<file path="config.mk">
export PLATFORM = sky130hd
export DESIGN_NAME = euler_bounce_body_step_unit
export DESIGN_NICKNAME = d
export VERILOG_FILES = /design/src/hw/rtl/ebb_pkg.sv /design/src/hw/rtl/ebb_ctrl.sv /design/src/hw/rtl/ebb_dpath.sv /design/src/hw/rtl/euler_bounce_body_step_unit.sv
export SDC_FILE = /design/constraint.sdc
export NUM_CORES = 2
export LEC_CHECK = 0
export ABC_AREA = 1
export BUFFER_PORTS_ARGS = -buffer_cell sky130_fd_sc_hd__buf_2
export CAP_MARGIN = 30
export CORE_MARGIN = 1
export CORE_UTILIZATION = 55
export DETAILED_ROUTE_END_ITERATION = 10
export PLACE_DENSITY = 0.73
export SETUP_SLACK_MARGIN = 0.1
export SLEW_MARGIN = 20
export SYNTH_ARGS = -nofsm -noshare
export SYNTH_HDL_FRONTEND = slang
export SYNTH_SLANG_ARGS = --single-unit
</file>
<file path="constraint.sdc">
create_clock -name clk -period 11.67 [get_ports clk]
set_clock_uncertainty 0.1 [all_clocks]
set_input_delay 0.5835 -clock clk [delete_from_list [all_inputs] [get_ports clk]]
set_output_delay 0.5835 -clock clk [all_outputs]
set_load 0.005 [all_outputs]
</file>
<file path="src/hw/rtl/ebb_pkg.sv">
// ----------------------------------------------------------------------------
// ebb_pkg
// Shared types, constants and the micro-op table of the bouncing-body
// Euler step unit.
// ----------------------------------------------------------------------------
package ebb_pkg;

	// Micro-op sequence
	localparam int              NUM_OPS        = 11;
	localparam int              OP_IDX_W       = 4;
	localparam logic [3:0]      OP_LAST        = 4'(NUM_OPS - 1);
	localparam logic [3:0]      OP_FLOOR_FIRST = 4'd6;

	// Q16.16 constants
	localparam logic signed [31:0] Q_HALF  = 32'sd32768;
	localparam logic signed [31:0] Q_TENTH = 32'sd6554;
	localparam logic signed [31:0] Q_TEN   = 32'sd655360;
	// Q0.16 multiplier constants
	localparam logic [16:0]        Q_FRIC     = 17'd58982;
	localparam logic [16:0]        Q_HALF_MUL = 17'd32768;

	// Configuration register indexes
	typedef enum logic [2:0] {
		CFG_ACCEL_X        = 3'd0,
		CFG_ACCEL_Y        = 3'd1,
		CFG_ACCEL_Z        = 3'd2,
		CFG_GRAVITY_ON     = 3'd3,
		CFG_BOUNCE_DAMPING = 3'd4
	} cfg_idx_t;

	// Multiplier operand A source
	typedef enum logic [1:0] {
		A_ACC    = 2'd0,
		A_VEL    = 2'd1,
		A_NEGVEL = 2'd2
	} a_sel_t;

	// Multiplier operand B source
	typedef enum logic [1:0] {
		B_DT   = 2'd0,
		B_DAMP = 2'd1,
		B_FRIC = 2'd2,
		B_HALF = 2'd3
	} b_sel_t;

	// Condition under which a micro-op runs
	typedef enum logic [2:0] {
		C_ALWAYS    = 3'd0,
		C_GRAV      = 3'd1,
		C_FLOOR_NOW = 3'd2,
		C_FLOOR     = 3'd3,
		C_BND_X     = 3'd4,
		C_BND_Z     = 3'd5
	} cond_t;

	typedef struct packed {
		a_sel_t      a_sel;
		b_sel_t      b_sel;
		logic [1:0]  axis;
		logic        to_pos;     // write the position, else the velocity
		logic        accum;      // add the product to the destination
		logic        zero_small; // zero a result under one tenth
		logic        floor_pos;  // force height to one half
		logic        clamp_pos;  // clamp the position to the bounds
		cond_t       cond;
	} op_t;

	// Controller to datapath commands
	typedef struct packed {
		logic                 load_in;
		logic                 issue;
		logic                 wb;
		logic                 out_load;
		logic [OP_IDX_W-1:0]  op_idx;
	} cmd_t;

	// Datapath to controller status
	typedef struct packed {
		logic grav_on;
		logic floor_now;
		logic bnd_x;
		logic bnd_z;
	} status_t;

	// Micro-op table: gravity, position update, floor bounce, side walls
	function automatic op_t op_info(input logic [3:0] idx);
		op_t o;
		o = '{a_sel: A_VEL, b_sel: B_DT, axis: 2'd0, to_pos: 1'b0, accum: 1'b0,
			zero_small: 1'b0, floor_pos: 1'b0, clamp_pos: 1'b0, cond: C_ALWAYS};
		case (idx)
			4'd0: begin o.a_sel = A_ACC; o.axis = 2'd0; o.accum = 1'b1; o.cond = C_GRAV; end
			4'd1: begin o.a_sel = A_ACC; o.axis = 2'd1; o.accum = 1'b1; o.cond = C_GRAV; end
			4'd2: begin o.a_sel = A_ACC; o.axis = 2'd2; o.accum = 1'b1; o.cond = C_GRAV; end
			4'd3: begin o.axis = 2'd0; o.to_pos = 1'b1; o.accum = 1'b1; end
			4'd4: begin o.axis = 2'd1; o.to_pos = 1'b1; o.accum = 1'b1; end
			4'd5: begin o.axis = 2'd2; o.to_pos = 1'b1; o.accum = 1'b1; end
			4'd6: begin
				o.a_sel = A_NEGVEL; o.b_sel = B_DAMP; o.axis = 2'd1;
				o.zero_small = 1'b1; o.floor_pos = 1'b1; o.cond = C_FLOOR_NOW;
			end
			4'd7: begin o.b_sel = B_FRIC; o.axis = 2'd0; o.cond = C_FLOOR; end
			4'd8: begin o.b_sel = B_FRIC; o.axis = 2'd2; o.cond = C_FLOOR; end
			4'd9: begin
				o.a_sel = A_NEGVEL; o.b_sel = B_HALF; o.axis = 2'd0;
				o.clamp_pos = 1'b1; o.cond = C_BND_X;
			end
			4'd10: begin
				o.a_sel = A_NEGVEL; o.b_sel = B_HALF; o.axis = 2'd2;
				o.clamp_pos = 1'b1; o.cond = C_BND_Z;
			end
			default: o.cond = C_ALWAYS;
		endcase
		return o;
	endfunction

endpackage

</file>
<file path="src/hw/rtl/ebb_ctrl.sv">
// ----------------------------------------------------------------------------
// ebb_ctrl
// Sequencer of the step unit: accepts a request, walks the micro-op table
// one multiply at a time and hands the result to the output register.
// ----------------------------------------------------------------------------
module ebb_ctrl (
	input  logic             clk,
	input  logic             arst_n,
	input  logic             s_tvalid,
	output logic             s_tready,
	output logic             m_tvalid,
	input  logic             m_tready,
	input  ebb_pkg::status_t st,
	output ebb_pkg::cmd_t    cmd
);

	typedef enum logic [3:0] {
		S_IDLE   = 4'b0001,
		S_ISSUE  = 4'b0010,
		S_WB     = 4'b0100,
		S_FINISH = 4'b1000
	} state_t;

	state_t      state_q;
	logic [3:0]  idx_q;
	logic        floor_q;
	logic        m_valid_q;
	logic        op_en;
	logic        slot_free;
	ebb_pkg::op_t op;

	assign op        = ebb_pkg::op_info(idx_q);
	assign slot_free = !m_valid_q || m_tready;
	assign s_tready  = (state_q == S_IDLE);
	assign m_tvalid  = m_valid_q;

	// Decide whether the current micro-op runs
	always_comb begin
		case (op.cond)
			ebb_pkg::C_ALWAYS:    op_en = 1'b1;
			ebb_pkg::C_GRAV:      op_en = st.grav_on;
			ebb_pkg::C_FLOOR_NOW: op_en = st.floor_now;
			ebb_pkg::C_FLOOR:     op_en = floor_q;
			ebb_pkg::C_BND_X:     op_en = st.bnd_x;
			ebb_pkg::C_BND_Z:     op_en = st.bnd_z;
			default:              op_en = 1'b0;
		endcase
	end

	// Drive commands from the state
	always_comb begin
		cmd.load_in  = (state_q == S_IDLE) && s_tvalid;
		cmd.issue    = (state_q == S_ISSUE) && op_en;
		cmd.wb       = (state_q == S_WB);
		cmd.out_load = (state_q == S_FINISH) && slot_free;
		cmd.op_idx   = idx_q;
	end

	// Advance the sequence
	always_ff @(posedge clk or negedge arst_n) begin
		if (!arst_n) begin
			state_q   <= S_IDLE;
			idx_q     <= '0;
			floor_q   <= 1'b0;
			m_valid_q <= 1'b0;
		end else begin
			// hold the result until the consumer takes it
			if (cmd.out_load) begin
				m_valid_q <= 1'b1;
			end else if (m_tready) begin
				m_valid_q <= 1'b0;
			end
			case (state_q)
				S_IDLE: begin
					if (s_tvalid) begin
						idx_q   <= '0;
						state_q <= S_ISSUE;
					end
				end
				S_ISSUE: begin
					// hold the floor hit seen before the bounce changes it
					if (idx_q == ebb_pkg::OP_FLOOR_FIRST) begin
						floor_q <= st.floor_now;
					end
					if (op_en) begin
						state_q <= S_WB;
					end else if (idx_q == ebb_pkg::OP_LAST) begin
						state_q <= S_FINISH;
					end else begin
						idx_q <= idx_q + 4'd1;
					end
				end
				S_WB: begin
					if (idx_q == ebb_pkg::OP_LAST) begin
						state_q <= S_FINISH;
					end else begin
						idx_q   <= idx_q + 4'd1;
						state_q <= S_ISSUE;
					end
				end
				S_FINISH: begin
					if (slot_free) begin
						state_q <= S_IDLE;
					end
				end
				default: state_q <= S_IDLE;
			endcase
		end
	end

	a_accept_starts: assert property (@(posedge clk) disable iff (!arst_n)
		s_tvalid && s_tready |=> state_q == S_ISSUE && idx_q == 4'd0)
		else $error("accepted request did not start the sequence");

	a_wb_after_issue: assert property (@(posedge clk) disable iff (!arst_n)
		cmd.wb |-> $past(cmd.issue))
		else $error("writeback without a multiply issued");

	a_out_slot_free: assert property (@(posedge clk) disable iff (!arst_n)
		cmd.out_load |-> !m_valid_q || m_tready)
		else $error("output register overwritten before it was taken");

	a_idx_range: assert property (@(posedge clk) disable iff (!arst_n)
		idx_q <= ebb_pkg::OP_LAST)
		else $error("micro-op index beyond the table");

endmodule

</file>
<file path="src/hw/rtl/ebb_dpath.sv">
// ----------------------------------------------------------------------------
// ebb_dpath
// Datapath of the step unit: configuration registers, velocity state,
// working position, one shared Q16.16 multiplier and the output register.
// ----------------------------------------------------------------------------
module ebb_dpath (
	input  logic             clk,
	input  logic             arst_n,
	input  logic             cfg_we,
	input  logic [2:0]       cfg_index,
	input  logic [31:0]      cfg_wdata,
	input  logic [111:0]     s_tdata,
	output logic [191:0]     m_tdata,
	input  ebb_pkg::cmd_t    cmd,
	output ebb_pkg::status_t st
);

	logic signed [31:0] accel_x_q, accel_y_q, accel_z_q;
	logic               gravity_on_q;
	logic [16:0]        damping_q;
	logic [15:0]        dt_q;
	logic signed [31:0] pos_q [3];
	logic signed [31:0] vel_q [3];
	logic signed [50:0] prod_q;
	logic [191:0]       out_q;

	ebb_pkg::op_t       op;
	logic signed [31:0] acc_sel, vel_sel, pos_sel, dst_sel;
	logic signed [32:0] a_op;
	logic [16:0]        b_op;
	logic signed [51:0] rnd;
	logic signed [35:0] shr;
	logic signed [31:0] mres;
	logic signed [32:0] sum;
	logic signed [31:0] res;
	logic signed [31:0] clamp_val;

	function automatic logic signed [31:0] sat36(input logic signed [35:0] x);
		if (x > 36'sd2147483647) begin
			return 32'sh7FFFFFFF;
		end else if (x < -36'sd2147483648) begin
			return 32'sh80000000;
		end
		return x[31:0];
	endfunction

	function automatic logic signed [31:0] sat33(input logic signed [32:0] x);
		if (x[32] != x[31]) begin
			return x[32] ? 32'sh80000000 : 32'sh7FFFFFFF;
		end
		return x[31:0];
	endfunction

	assign op = ebb_pkg::op_info(cmd.op_idx);

	// Select the axis operands
	always_comb begin
		case (op.axis)
			2'd0: begin acc_sel = accel_x_q; vel_sel = vel_q[0]; pos_sel = pos_q[0]; end
			2'd1: begin acc_sel = accel_y_q; vel_sel = vel_q[1]; pos_sel = pos_q[1]; end
			default: begin acc_sel = accel_z_q; vel_sel = vel_q[2]; pos_sel = pos_q[2]; end
		endcase
	end

	// Select the multiplier operands
	always_comb begin
		case (op.a_sel)
			ebb_pkg::A_ACC:    a_op = {acc_sel[31], acc_sel};
			ebb_pkg::A_VEL:    a_op = {vel_sel[31], vel_sel};
			ebb_pkg::A_NEGVEL: a_op = -{vel_sel[31], vel_sel};
			default:           a_op = {vel_sel[31], vel_sel};
		endcase
		case (op.b_sel)
			ebb_pkg::B_DT:   b_op = {1'b0, dt_q};
			ebb_pkg::B_DAMP: b_op = damping_q;
			ebb_pkg::B_FRIC: b_op = ebb_pkg::Q_FRIC;
			default:         b_op = ebb_pkg::Q_HALF_MUL;
		endcase
	end

	// Round half up, saturate, accumulate into the destination where the micro-op asks, zero small results, clamp
	always_comb begin
		rnd     = {prod_q[50], prod_q} + 52'sd32768;
		shr     = rnd[51:16];
		mres    = sat36(shr);
		dst_sel = op.to_pos ? pos_sel : vel_sel;
		sum     = {dst_sel[31], dst_sel} + {mres[31], mres};
		res     = op.accum ? sat33(sum) : mres;
		if (op.zero_small && res < ebb_pkg::Q_TENTH && res > -ebb_pkg::Q_TENTH) begin
			res = '0;
		end
		if (pos_sel > ebb_pkg::Q_TEN) begin
			clamp_val = ebb_pkg::Q_TEN;
		end else if (pos_sel < -ebb_pkg::Q_TEN) begin
			clamp_val = -ebb_pkg::Q_TEN;
		end else begin
			clamp_val = pos_sel;
		end
	end

	// Report conditions to the sequencer
	always_comb begin
		st.grav_on   = gravity_on_q;
		st.floor_now = (pos_q[1] < ebb_pkg::Q_HALF) && vel_q[1][31];
		st.bnd_x     = (pos_q[0] > ebb_pkg::Q_TEN) || (pos_q[0] < -ebb_pkg::Q_TEN);
		st.bnd_z     = (pos_q[2] > ebb_pkg::Q_TEN) || (pos_q[2] < -ebb_pkg::Q_TEN);
	end

	// Configuration registers
	always_ff @(posedge clk or negedge arst_n) begin
		if (!arst_n) begin
			accel_x_q    <= 32'sd0;
			accel_y_q    <= -32'sd642908;
			accel_z_q    <= 32'sd0;
			gravity_on_q <= 1'b1;
			damping_q    <= 17'd45875;
		end else if (cfg_we) begin
			case (cfg_index)
				ebb_pkg::CFG_ACCEL_X:        accel_x_q    <= cfg_wdata;
				ebb_pkg::CFG_ACCEL_Y:        accel_y_q    <= cfg_wdata;
				ebb_pkg::CFG_ACCEL_Z:        accel_z_q    <= cfg_wdata;
				ebb_pkg::CFG_GRAVITY_ON:     gravity_on_q <= cfg_wdata[0];
				ebb_pkg::CFG_BOUNCE_DAMPING: damping_q    <= cfg_wdata[16:0];
				default: ;
			endcase
		end
	end

	// Velocity state
	always_ff @(posedge clk or negedge arst_n) begin
		if (!arst_n) begin
			for (int k = 0; k < 3; k++) begin
				vel_q[k] <= '0;
			end
		end else if (cmd.wb && !op.to_pos) begin
			for (int k = 0; k < 3; k++) begin
				if (op.axis == 2'(k)) begin
					vel_q[k] <= res;
				end
			end
		end
	end

	// Working position, time step, product and output register
	always_ff @(posedge clk) begin
		if (cmd.load_in) begin
			dt_q     <= s_tdata[15:0];
			pos_q[0] <= s_tdata[47:16];
			pos_q[1] <= s_tdata[79:48];
			pos_q[2] <= s_tdata[111:80];
		end else if (cmd.wb) begin
			for (int k = 0; k < 3; k++) begin
				if (op.axis == 2'(k)) begin
					if (op.to_pos) begin
						pos_q[k] <= res;
					end else if (op.clamp_pos) begin
						pos_q[k] <= clamp_val;
					end
				end
			end
			if (op.floor_pos) begin
				pos_q[1] <= ebb_pkg::Q_HALF;
			end
		end
		if (cmd.issue) begin
			prod_q <= a_op * $signed({1'b0, b_op});
		end
		if (cmd.out_load) begin
			out_q <= {vel_q[2], vel_q[1], vel_q[0], pos_q[2], pos_q[1], pos_q[0]};
		end
	end

	assign m_tdata = out_q;

endmodule

</file>
<file path="src/hw/rtl/euler_bounce_body_step_unit.sv">
// ----------------------------------------------------------------------------
// euler_bounce_body_step_unit
// Semi-implicit Euler step of one bouncing body in saturating Q16.16.
// ----------------------------------------------------------------------------
// Each request carries a time step and the body's position; the unit keeps
// the velocity, applies gravity, moves the body, bounces it off the floor at
// height 0.5 and off the side walls at +-10, and returns the new position
// and velocity. After a request is accepted, the sequencer checks each of the
// eleven micro-ops in turn and writes back each one that runs (three gravity,
// three position, up to three floor and two wall updates), then loads the
// output register; the load waits as long as the previous result still sits
// in the output register. A new request is taken only once the unit is idle
// again, after the previous result has been loaded. The single shared 33x18
// multiplier serves every micro-op, each product registered and written back
// in the next cycle. A finished result waits in the output register while the
// next request is taken. Configuration must be written only while the unit
// is idle; the unit itself does not enforce this.
// ----------------------------------------------------------------------------
module euler_bounce_body_step_unit (
	input  logic         clk,
	input  logic         arst_n,
	input  logic         cfg_we,
	input  logic [2:0]   cfg_index,
	input  logic [31:0]  cfg_wdata,
	input  logic         s_tvalid,
	output logic         s_tready,
	// delta_t[15:0], pos_x[47:16], pos_y[79:48], pos_z[111:80]
	input  logic [111:0] s_tdata,
	output logic         m_tvalid,
	input  logic         m_tready,
	// new_pos_x[31:0], new_pos_y[63:32], new_pos_z[95:64],
	// out_vel_x[127:96], out_vel_y[159:128], out_vel_z[191:160]
	output logic [191:0] m_tdata
);

	ebb_pkg::cmd_t    cmd;
	ebb_pkg::status_t st;

	ebb_ctrl u_ctrl (
		.clk      (clk),
		.arst_n   (arst_n),
		.s_tvalid (s_tvalid),
		.s_tready (s_tready),
		.m_tvalid (m_tvalid),
		.m_tready (m_tready),
		.st       (st),
		.cmd      (cmd)
	);

	ebb_dpath u_dpath (
		.clk       (clk),
		.arst_n    (arst_n),
		.cfg_we    (cfg_we),
		.cfg_index (cfg_index),
		.cfg_wdata (cfg_wdata),
		.s_tdata   (s_tdata),
		.m_tdata   (m_tdata),
		.cmd       (cmd),
		.st        (st)
	);

endmodule
</file>
==> metrics.cfg <==
[run_status]
status = complete, no violations

[finish]
final_cell_mix = nand2_1, inv_1, fa_1
n_antenna_cell = 0
finalNonFillerCells = 7143
multi_input_area_um2 = 28000
finalInstanceArea_um2 = 53700
layout_commonest_cell = nand2_1
nFillCells = 7515
drive_gt1_frac = 0.128
nNetsFinal = 6781
regArea_um2 = 15800
syn_to_final_growth_pct = 10.9

[clock_network]
clk-insertion-delay-late_ps = 680
cts_root_buffer = clkbuf_16
post-cts-setup-buffer-count = 0
post_cts_resized = 0
numCtsBuffers = 58
clockBufferDepth = 3
clkTransAtPathRegs_ps = 60
cts-htree-levels = 2
clkSinkCount = 560
cts_tree = done

[synthesis]
synth_top_area_frac = 0.221
ys_ff_latch = 560
ys_types = 68
async_flop_share = 0.393
yosysWarnings = 0
netlist_instances = 5664
synth_seq_area_share = 0.325
avgSynthCellArea_um2 = 8.56
synth_top_area_cell = fa_1
syn-cell-area_um2 = 48500
synth_edf_count = 340
synth_fp_nets = 6507
synthFlopType = edfxtp_1
yosys-top-cells-area = fa_1, edfxtp_1, nand2_1

[critical_path]
cpPeakStageDelay_ps = 620
cpMaxStageDelayCell = nor2_8
path_class = register to register
crit_path_start_kind = register
crit_arrival_ps = 10880
end_kind = register
crit_path_max_fanout = 41
critical_path_required_ps = 11920

[placed_design]
gp_congestion = 1.01
placed_cell_area_um2 = 51500
dp_hpwl_um = 127000
dpl.cell_count = 7019
port_buffers = 345

[route]
drc = 0
firstDrtPassIters = 8
vias = 41500
drt_iter0_drc = 4330
post_drt_via_cell_ratio = 5.80
drtAntennaViolNets = 0
post_drt_wl_per_cell_um = 22.9
wirelength_um = 164000

[die]
rows = 108
die_area_um2 = 89300
start_util = 0.557
core_area_um2 = 87000
io_pins = 346
die_width_um = 299
dieHeight_um = 299

[sta]
max_slew.worst_pin.slew_ps = 992
timing.fmax_ghz = 0.0941
fin_tns_setup_ps = 0
slew_headroom = 0.339
hold_viol = 0
rsz0062_at_grt = no
drv_slew = 0
period_needed_ps = 10630
finalCritPeriodShare = 0.911
setup_viol_count_final = 0

[global_route]
track_usage = 0.368
grt_pass1_wl_um = 248000
grt_pass1_vias = 41700
grt_start_max_net_pins = 157
grt.overflow.total = 0
antenna_found_initial = 2

[hold_path]
hold_class = input port to register

[run]
drv_cap = 0

-- Yosys cell counts (5+ instances only) --
master    count
nand3_1     170
dfrtp_1     190
nor4_1       31
o31ai_1       9
nor2_4        8
dfstp_2      30
nor3_1       29
a21oi_1     215
a221oi_1     14
ha_1        156
nor2_1      376
inv_2        33
o21ai_0     325
o21bai_1      7
buf_1         9
nor3_2        5
xor2_1       73
or2_2        32
o21ai_1      58
xnor2_1      39
o221ai_1     42
a31oi_1      11
a32oi_1      13
nand4_1      54
clkinv_1      6
edfxtp_1    340
buf_6        12
o21a_1        8
nor2_2       13
inv_1       998
o22ai_1      13
buf_2        33
a22oi_1       7
clkbuf_1    169
nand2_1    1471
fa_1        535
a221oi_4     11
nand2_2      47
a221oi_2     10
-- per-layer routing --
layer | vias up | routed length [um] | global-route usage
met5 | - | 26 | 0
met3 | 512 | 15400 | 0.0602
met2 | 2410 | 76500 | 0.599
met4 | 4 | 11800 | 0.227
met1 | 20200 | 60000 | 0.460
li1 | 18400 | - | -
-- critical path, delay by kind of cell (launching register included) --
family	cells	cell delay [ps]
xor+xnor	2	250
simple gates	13	2560
fa+ha+maj	8	3770
buf+inv	7	1210
flops	1	390
compound gates	6	2020
-- cells by family (layout without fill, tap and decap cells) --
family / Yosys count / after routing / share of synthesized area
XOR/XNOR: 112 / 112 / 0.0202
buffers and inverters: 1267 / 1590 / 0.102
AO/OA/AOI/OAI: 769 / 769 / 0.0962
adder cells (fa/ha/maj): 691 / 691 / 0.261
AND/OR/NAND/NOR: 2265 / 2266 / 0.196
flip-flops: 560 / 560 / 0.325
-- flip-flops by register name, summed over array words and instances, names as in the netlist --
register,cells
u_dpath.prod_q,36
u_dpath.m_tdata,192
u_ctrl.floor_q,1
u_dpath.accel_y_q,32
u_dpath.accel_z_q,32
u_ctrl.m_tvalid,1
u_dpath.vel_q,96
u_dpath.damping_q,17
u_dpath.pos_q,96
u_dpath.gravity_on_q,1
u_dpath.accel_x_q,32
u_ctrl.state_q,4
u_dpath.dt_q,16
u_ctrl.idx_q,4
-- final cells by class --
| class | count | share of cell area |
|---|---|---|
| Multi-Input combinational cell | 3838 | 0.520 |
| Clock buffer | 80 | 0.0310 |
| Tap cell | 1155 | 0.0269 |
| Timing Repair Buffer | 441 | 0.0485 |
| Sequential cell | 560 | 0.293 |
| Inverter | 1039 | 0.0727 |
| Clock inverter | 30 | 0.00729 |
-- through the flow --
stage | worst slack (ps) | util | hold WS [ps]
6_report | 1040 | 0.617 | 14.2
3_3_place_gp | 1010 | 0.590 | 344
4_1_cts | 786 | 0.617 | 0.842
5_1_grt | 406 | 0.617 | 4.88
3_5_place_dp | 804 | 0.592 | 344
2_1_floorplan | 2220 | - | 188
-- path summary, 6_finish.rpt --
| path | startpoint | slack (ps) | cells after the start | endpoint |
|---|---|---|---|---|
| min in group asynchronous | arst_n | 450 | 2 | u_dpath.accel_z_q[14]$_DFFE_PN0P_ |
| worst min-delay path | s_tdata[6] | 10 | 1 | u_dpath.dt_q[6]$_DFFE_PP_ |
| worst min register to register | u_dpath.pos_q[1][11]$_DFFE_PP_ | 360 | 0 | u_dpath.m_tdata[43]$_DFFE_PP_ |
| worst max-delay path | u_ctrl.idx_q[0]$_DFFE_PN0P_ | 1040 | 36 | u_dpath.prod_q[48]$_DFFE_PP_ |
| worst max register to register | u_ctrl.idx_q[0]$_DFFE_PN0P_ | 1040 | 36 | u_dpath.prod_q[48]$_DFFE_PP_ |
| max in group asynchronous | arst_n | 9750 | 3 | u_dpath.accel_z_q[5]$_DFFE_PN0P_ |
-- timing repair --
action | 4_1_cts | 5_1_grt
endpoints found under the setup margin | 0 | 1
hold buffers | 10 | 0
hold endpoints to repair | 86 | 0
Power is left out: the tool's default activity adds up to more than one toggle a clock period on the data nets, which glitch-free logic cannot reach.
